## config.mk

```make
export PLATFORM = sky130hd
export DESIGN_NAME = spanning_tree_port_roles
export DESIGN_NICKNAME = d
export VERILOG_FILES = /design/src/sv/stpr_pkg.sv /design/src/sv/spanning_tree_port_roles.sv
export SDC_FILE = /design/constraint.sdc
export NUM_CORES = 2
export LEC_CHECK = 0
export BUFFER_PORTS_ARGS = -buffer_cell sky130_fd_sc_hd__buf_4
export CELL_PAD_IN_SITES_DETAIL_PLACEMENT = 0
export CELL_PAD_IN_SITES_GLOBAL_PLACEMENT = 1
export CORE_MARGIN = 10
export CORE_UTILIZATION = 50
export CTS_CLUSTER_SIZE = 40
export DETAILED_ROUTE_END_ITERATION = 12
export PLACE_DENSITY_LB_ADDON = 0.1
export RECOVER_POWER = 100
export SETUP_SLACK_MARGIN = 0.1
export SYNTH_ARGS = -nofsm -noshare
export SYNTH_HDL_FRONTEND = slang
export SYNTH_SLANG_ARGS = --single-unit
```

## constraint.sdc

```tcl
create_clock -name aclk -period 10.49 [get_ports aclk]
set_input_delay 3.147 -clock aclk [delete_from_list [all_inputs] [get_ports aclk]]
set_output_delay 3.147 -clock aclk [all_outputs]
set_load 0.05 [all_outputs]
```

## src/sv/stpr_pkg.sv

```systemverilog
// Shared types and constants for the spanning tree port role block.
`timescale 1ns / 1ps
package stpr_pkg;
    localparam int MAX_SWITCHES = 32;
    localparam int MAX_LINKS = 32;
    localparam int PORT_BITS = 12;
    localparam int SW_BITS = $clog2(MAX_SWITCHES);
    localparam int LK_BITS = $clog2(MAX_LINKS);
    localparam int CNT_BITS = 6;
    localparam int DIST_BITS = 6;

    typedef struct packed {
        logic [4:0]  end_a_switch;
        logic [11:0] end_a_port;
        logic [4:0]  end_b_switch;
        logic [11:0] end_b_port;
        logic        last_link;
    } link_word_t;

    typedef struct packed {
        logic [4:0] link_index;
        logic       a_root_port;
        logic       a_designated;
        logic       a_blocked;
        logic       b_root_port;
        logic       b_designated;
        logic       b_blocked;
        logic       last_result;
    } role_word_t;

    typedef enum logic [9:0] {
        ST_LOAD   = 10'b0000000001,
        ST_ADJ    = 10'b0000000010,
        ST_SEL    = 10'b0000000100,
        ST_RELAX  = 10'b0000001000,
        ST_RPSW   = 10'b0000010000,
        ST_RPLINK = 10'b0000100000,
        ST_RPSET  = 10'b0001000000,
        ST_DESIG  = 10'b0010000000,
        ST_EMIT   = 10'b0100000000,
        ST_WAIT   = 10'b1000000000
    } state_t;
endpackage

```

## src/sv/spanning_tree_port_roles.sv

```systemverilog
// Top level: link loading, shortest-path search and port role election.
//
// Usage: link words enter on s_ (valid/ready); a word with last_link set
// starts the election over all stored links (up to 32; extra words are
// dropped but last_link still counts). The user must write switch_count
// on cfg_ only while idle; the block itself does not enforce this. Results
// leave on m_ (valid/ready), one word per stored link, in load order,
// last_result set on the final one. Computation: the adjacency build walks
// the links in turn, the search makes one select pass and one relax pass
// over the N switches per visited switch (one compare unit), root port
// election makes a pass over the links for each reached switch (one link
// compare per cycle), role assignment walks the links once, and emit loads
// each word, then holds it until the handshake. s_ready is low from the last
// word until the final result is taken. A stalled m_ready holds the result
// word; nothing is lost. Reset (aresetn low, synchronous) empties the link
// table and sets switch_count to 1. The table needs no clearing pass.
`timescale 1ns / 1ps
module spanning_tree_port_roles import stpr_pkg::*; (
    input  logic       aclk,
    input  logic       aresetn,
    input  logic       s_valid,
    output logic       s_ready,
    input  link_word_t s_data,
    output logic       m_valid,
    input  logic       m_ready,
    output role_word_t m_data,
    input  logic       cfg_valid,
    output logic       cfg_ready,
    input  logic [5:0] cfg_data
);
    state_t state_reg;
    logic [5:0] count_reg;
    logic [CNT_BITS-1:0] total_reg;
    logic [5:0] n_act;

    // link table
    logic [SW_BITS-1:0]   la_sw [MAX_LINKS];
    logic [SW_BITS-1:0]   lb_sw [MAX_LINKS];
    logic [PORT_BITS-1:0] la_pt [MAX_LINKS];
    logic [PORT_BITS-1:0] lb_pt [MAX_LINKS];

    logic [MAX_SWITCHES-1:0] adj_reg [MAX_SWITCHES];
    logic [DIST_BITS-1:0]    dist_reg [MAX_SWITCHES];
    logic [SW_BITS-1:0]      pred_reg [MAX_SWITCHES];
    logic [MAX_SWITCHES-1:0] reached_reg, visited_reg;
    logic [5:0]              flags_reg [MAX_LINKS];

    logic [CNT_BITS-1:0] li_reg;      // link cursor
    logic [5:0]          j_reg;       // switch cursor
    logic [SW_BITS-1:0]  u_reg, best_u_reg;
    logic [DIST_BITS-1:0] best_d_reg;
    logic                found_reg;
    logic [PORT_BITS-1:0] bp_reg;
    logic [LK_BITS-1:0]   bl_reg;
    logic                 bbit_reg;   // 0 none
    logic                 bsideb_reg; // 1: end b is the root port

    assign cfg_ready = 1'b1;
    assign s_ready = (state_reg == ST_LOAD);
    assign n_act = (count_reg == 6'd0) ? 6'd1 :
                   (count_reg > 6'(MAX_SWITCHES)) ? 6'(MAX_SWITCHES) : count_reg;

    logic [LK_BITS-1:0] li;
    logic [SW_BITS-1:0] jj, ca, cb;
    assign li = li_reg[LK_BITS-1:0];
    assign jj = j_reg[SW_BITS-1:0];
    assign ca = la_sw[li];
    assign cb = lb_sw[li];

    // distance keys for the designated compare; 7th bit marks unreachable
    logic [DIST_BITS:0] ka, kb;
    assign ka = ({1'b0, ca} >= n_act || !reached_reg[ca]) ? {1'b1, {DIST_BITS{1'b0}}}
                                                         : {1'b0, dist_reg[ca]};
    assign kb = ({1'b0, cb} >= n_act || !reached_reg[cb]) ? {1'b1, {DIST_BITS{1'b0}}}
                                                         : {1'b0, dist_reg[cb]};

    // root port candidate for switch u_reg with predecessor pred_reg[u_reg]
    logic [SW_BITS-1:0] q;
    logic cand_a, cand_b;
    logic [PORT_BITS-1:0] far;
    assign q = pred_reg[u_reg];
    assign cand_a = (ca == u_reg) && (cb == q);
    assign cand_b = !cand_a && (cb == u_reg) && (ca == q);
    assign far = cand_a ? lb_pt[li] : la_pt[li];

    always_ff @(posedge aclk) begin
        if (!aresetn) begin
            state_reg <= ST_LOAD;
            count_reg <= 6'd1;
            total_reg <= '0;
            m_valid <= 1'b0;
        end else begin
            if (cfg_valid) count_reg <= cfg_data;
            case (state_reg)
                ST_LOAD: begin
                    if (s_valid) begin
                        if (total_reg < CNT_BITS'(MAX_LINKS)) begin
                            la_sw[total_reg[LK_BITS-1:0]] <= s_data.end_a_switch;
                            la_pt[total_reg[LK_BITS-1:0]] <= s_data.end_a_port;
                            lb_sw[total_reg[LK_BITS-1:0]] <= s_data.end_b_switch;
                            lb_pt[total_reg[LK_BITS-1:0]] <= s_data.end_b_port;
                            total_reg <= total_reg + 1'b1;
                        end
                        if (s_data.last_link) begin
                            for (int k = 0; k < MAX_SWITCHES; k++) adj_reg[k] <= '0;
                            for (int k = 0; k < MAX_LINKS; k++) flags_reg[k] <= '0;
                            li_reg <= '0;
                            state_reg <= ST_ADJ;
                        end
                    end
                end
                // one link per cycle into the adjacency map
                ST_ADJ: begin
                    if (li_reg >= total_reg) begin
                        reached_reg <= MAX_SWITCHES'(1);
                        visited_reg <= MAX_SWITCHES'(1);
                        dist_reg[0] <= '0;
                        u_reg <= '0;
                        best_d_reg <= '0;
                        j_reg <= '0;
                        state_reg <= ST_RELAX;
                    end else begin
                        if ({1'b0, ca} < n_act && {1'b0, cb} < n_act && ca != cb) begin
                            adj_reg[ca][cb] <= 1'b1;
                            adj_reg[cb][ca] <= 1'b1;
                        end
                        li_reg <= li_reg + 1'b1;
                    end
                end
                // scan for closest unvisited reached switch
                ST_SEL: begin
                    if (j_reg >= n_act) begin
                        if (!found_reg) begin
                            u_reg <= SW_BITS'(1);
                            j_reg <= 6'd1;
                            state_reg <= ST_RPSW;
                        end else begin
                            u_reg <= best_u_reg;
                            visited_reg[best_u_reg] <= 1'b1;
                            j_reg <= '0;
                            state_reg <= ST_RELAX;
                        end
                    end else begin
                        if (!visited_reg[jj] && reached_reg[jj] &&
                            (!found_reg || dist_reg[jj] < best_d_reg)) begin
                            found_reg <= 1'b1;
                            best_d_reg <= dist_reg[jj];
                            best_u_reg <= jj;
                        end
                        j_reg <= j_reg + 1'b1;
                    end
                end
                // relax neighbors of u
                ST_RELAX: begin
                    if (j_reg >= n_act) begin
                        j_reg <= '0;
                        found_reg <= 1'b0;
                        state_reg <= ST_SEL;
                    end else begin
                        if (adj_reg[u_reg][jj] &&
                            (!reached_reg[jj] || dist_reg[jj] > best_d_reg + 1'b1)) begin
                            reached_reg[jj] <= 1'b1;
                            dist_reg[jj] <= best_d_reg + 1'b1;
                            pred_reg[jj] <= u_reg;
                        end
                        j_reg <= j_reg + 1'b1;
                    end
                end
                // next switch for root port election
                ST_RPSW: begin
                    if (j_reg >= n_act) begin
                        li_reg <= '0;
                        state_reg <= ST_DESIG;
                    end else if (!reached_reg[jj]) begin
                        j_reg <= j_reg + 1'b1;
                    end else begin
                        u_reg <= jj;
                        li_reg <= '0;
                        bbit_reg <= 1'b0;
                        state_reg <= ST_RPLINK;
                    end
                end
                ST_RPLINK: begin
                    if (li_reg >= total_reg) begin
                        state_reg <= ST_RPSET;
                    end else begin
                        if ((cand_a || cand_b) && (!bbit_reg || far < bp_reg)) begin
                            bbit_reg <= 1'b1;
                            bp_reg <= far;
                            bl_reg <= li;
                            bsideb_reg <= cand_b;
                        end
                        li_reg <= li_reg + 1'b1;
                    end
                end
                ST_RPSET: begin
                    if (bbit_reg) begin
                        if (bsideb_reg) flags_reg[bl_reg][3] <= 1'b1;
                        else flags_reg[bl_reg][0] <= 1'b1;
                    end
                    j_reg <= j_reg + 1'b1;
                    state_reg <= ST_RPSW;
                end
                // designated / blocked per link
                ST_DESIG: begin
                    if (li_reg >= total_reg) begin
                        li_reg <= '0;
                        state_reg <= (total_reg == '0) ? ST_LOAD : ST_EMIT;
                    end else begin
                        if (ca == '0) flags_reg[li][1] <= 1'b1;
                        else if (cb == '0) flags_reg[li][4] <= 1'b1;
                        else if (flags_reg[li][0] && !flags_reg[li][3])
                            flags_reg[li][4] <= 1'b1;
                        else if (flags_reg[li][3] && !flags_reg[li][0])
                            flags_reg[li][1] <= 1'b1;
                        else if ((ka != kb) ? (ka < kb) : (ca < cb)) begin
                            flags_reg[li][1] <= 1'b1;
                            flags_reg[li][5] <= 1'b1;
                        end else begin
                            flags_reg[li][4] <= 1'b1;
                            flags_reg[li][2] <= 1'b1;
                        end
                        li_reg <= li_reg + 1'b1;
                    end
                end
                ST_EMIT: begin
                    m_valid <= 1'b1;
                    m_data.link_index <= 5'(li);
                    m_data.a_root_port <= flags_reg[li][0];
                    m_data.a_designated <= flags_reg[li][1];
                    m_data.a_blocked <= flags_reg[li][2];
                    m_data.b_root_port <= flags_reg[li][3];
                    m_data.b_designated <= flags_reg[li][4];
                    m_data.b_blocked <= flags_reg[li][5];
                    m_data.last_result <= (li_reg + 1'b1 == total_reg);
                    state_reg <= ST_WAIT;
                end
                ST_WAIT: begin
                    if (m_ready) begin
                        m_valid <= 1'b0;
                        if (li_reg + 1'b1 == total_reg) begin
                            total_reg <= '0;
                            state_reg <= ST_LOAD;
                        end else begin
                            li_reg <= li_reg + 1'b1;
                            state_reg <= ST_EMIT;
                        end
                    end
                end
                default: state_reg <= ST_LOAD;
            endcase
        end
    end
endmodule
```

==> results.yml <==
outcome:
  status: "finished with violations"
  violations: "max-capacitance violations, max-slew violations"
synth:
  synth_top_cell_by_area: "edfxtp_1"
  yosysUniqueCellTypes: 80
  mappedNetlistArea_um2: 120000
  post-synth-top-count-cell: "edfxtp_1"
  synth_area_leaders: "edfxtp_1, dfxtp_1, mux4_2"
  synth_edf_count: 1756
  synth.avg_cell_area_um2: 13.9
  yosysWarningCount: 0
  yosys_most_used_dff: "edfxtp_1"
  synthesis.instances: 8619
  yosysSeqAreaShare_pct: 61.7
  ys_ff_latch: 2818
  synth_common_cells: "edfxtp_1, nand2_1, dfxtp_1"
  syn-num-nets: 8732
  synth_top_area_share_pct: 44.0
  ys_async_sr_fraction_pct: 0
pwr:
  p_leak_nw: 49.9
  switching_share_pct: 30.8
  power.internal_w: 0.0207
  p_sw_w: 0.00919
  ir_drop_mv: 0.240
  pwr-share-clk_pct: 36.0
  seqPwrFrac_pct: 40.4
  comb_power_share_pct: 23.6
  power_density_nw_per_um2: 224
drt:
  routed_wl_um: 396000
  ant_nets: 0
  drc: 0
  detailedRoute.firstIterationViolations: 10318
  avgRoutedWirePerCell_um: 33.2
  viasPerCell: 6.56
  num_vias: 78209
  first_pass_iters: 8
setup_path:
  ff2ff_setup_slack_ps: 690
  arrival_ps: 10320
  cpMaxStageDelayCell: "clkbuf_1"
  path_buf_inv: 5
  path_cells: "clkbuf_1, clkbuf_1, inv_1, clkbuf_1, mux4_2, o22ai_1, o31a_1, nor3_1, and3_1, buf_4, nor3b_1"
  critPathMaxStageDelay_ps: 1480
  startpoint_type: "flop"
  critical-path-top-delay-family: "buffers and inverters"
  worst-path-max-fanout: 36
  critical_path_class: "flop to flop"
  cp-end-kind: "flop"
  crit_top_cell: "clkbuf_1"
  worstPathRequired_ps: 11010
cells_and_area:
  fin_nets: 8629
  fin_cells: 11921
  drive_gt1_share_pct: 18.1
  final_design_area_no_fill_um2: 133000
  area_delta_synth_final_pct: 11.0
  largest_register_ff_count: 1024
timing:
  fin_tns_setup_ps: 0
  final_max_slew_viol_count: 2713
  relSlewSlack_pct: -169
  min_period_ps: 9800
  period_share_pct: 93.4
  hold_viol: 0
  clock.fmax_mhz: 102
  fin_worst_skew_ps: 81.4
  tightest_slew_ps: 4040
  finalSetupViolCount: 0
  rsz0062_at_grt: "false"
flow_run:
  max_cap_violations: 67
clock_tree:
  clk_path_buf_depth: 4
  clockRootBuffer: "clkbuf_16"
  cts.hold.buffers_added: 0
  cts_tree: "done"
  postCtsSetupRepairBufs: 0
  htree_levels: 5
  numCtsBuffers: 312
  clk_pin_slew_ps: 60
  clock_latency_ps: 960
  clock-sinks: 2818
  cts_resized: 0
placed_design:
  place_inst: 11368
  port_buffers: 59
  placed_area_um2: 124000
  gp_congestion: 0.930
  dpl.hpwl_um: 240000
floorplan:
  die-area_um2: 260000
  boundaryPins: 61
  die-width_um: 510
  core_um2: 238000
  initial_core_util_pct: 50.3
  core.rowCount: 179
  die_h_um: 510
global_routing:
  grtUsageTotal_pct: 30.0
  antenna_found_initial: 36
  grt_pass1_wl_um: 565000
  grt_start_max_net_pins: 246
  grt-ovfl-total: 0
  grt_pass1_vias: 75954
hold_path:
  hold_class: "flop to flop"
## worst min-delay path: cells and delay by family, from the launching register on
| family | cells | cell delay, ps |
|---|---|---|
| AND/OR/NAND/NOR | 2 | 90 |
| flip-flops | 1 | 310 |
## cells by family after synthesis
| group | Yosys count | share of synthesized area [%] |
|---|---|---|
| AOI/OAI and AO/OA | 1645 | 9.15 |
| muxes | 1044 | 17.5 |
| and+or+nand+nor | 2245 | 8.09 |
| xor gates and xnor gates | 35 | 0.262 |
| DFF | 2818 | 61.7 |
| other | 1 | 0.00313 |
| buffers and inverters | 764 | 2.65 |
| adders and majority gates | 67 | 0.699 |
## layer usage
layer	share of wire, %	wire [µm]	GRT usage [%]
met2	46	183000	47.0
met3	9.1	36000	5.97
met5	0.10	400	0
met1	40	158000	41.4
met4	4.8	19100	12.1
## power groups by stage
| stage | Combinational, W | Sequential [W] | Clock [W] |
|---|---|---|---|
| floorplan | 0.00467 | 0.0121 | 0 |
| global placement | 0.00694 | 0.0123 | 0 |
| detailed placement | 0.00698 | 0.0123 | 0 |
| CTS | 0.00700 | 0.0121 | 0.0109 |
| global route | 0.00739 | 0.0121 | 0.0113 |
| finish | 0.00705 | 0.0121 | 0.0108 |
## final cells by class
type                    count  area, µm²
clock inverters           122       1210
well taps                3167       3960
clock buffers             415       8670
flip-flops and latches   2818      74000
inverters                  61        234
repair buffers            286       1810
diodes                     15       37.5
fillers                 19281     105000
multi-input cells        5037      43300
## layout by cell type, fill, tap and decap left out, types with 15 or more instances in the layout
cell,count
clkbuf_8,31
buf_4,138
nand3_1,77
and2_1,52
ha_1,67
clkbuf_1,191
nor4_1,16
nor3b_1,22
nand4_1,16
clkbuf_16,320
a31oi_1,38
bufinv_16,24
edfxtp_1,1756
nor2_2,38
mux2_2,23
mux4_2,836
a211oi_1,96
a21o_1,443
a22oi_1,302
o22ai_1,291
nor2_1,375
nor3_1,43
inv_1,53
nand2_1,1322
mux2i_1,179
a21oi_1,176
o21ai_0,234
nor2b_1,68
nor2_4,32
dfxtp_1,1051
and3_1,50
xnor2_1,25
clkinv_2,38
or2_2,17
and4_1,27
clkinv_1,47
diode_2,15
## path summary, 6_finish.rpt
| kind | from | to | cells past startpoint |
|---|---|---|---|
| max | j_reg[1]$_DFFE_PP_ | dist_reg[23][2]$_DFFE_PP_ | 11 |
| min | adj_reg[21][7]$_DFF_P_ | adj_reg[21][7]$_DFF_P_ | 2 |
| max reg2reg | j_reg[1]$_DFFE_PP_ | dist_reg[23][2]$_DFFE_PP_ | 11 |
| min reg2reg | adj_reg[21][7]$_DFF_P_ | adj_reg[21][7]$_DFF_P_ | 2 |
## stage by stage
step	power (W)	worst slack [ps]	hold WS (ps)	utilization (%)
floorplan	0.0168	3400	410	-
global placement	0.0192	1660	417	52.0
detailed placement	0.0193	1660	424	52.0
CTS	0.0299	1650	436	56.2
global route	0.0308	514	444	55.9
finish	0.0299	692	433	55.9
Note: power is estimated with default switching activity, not from simulation.
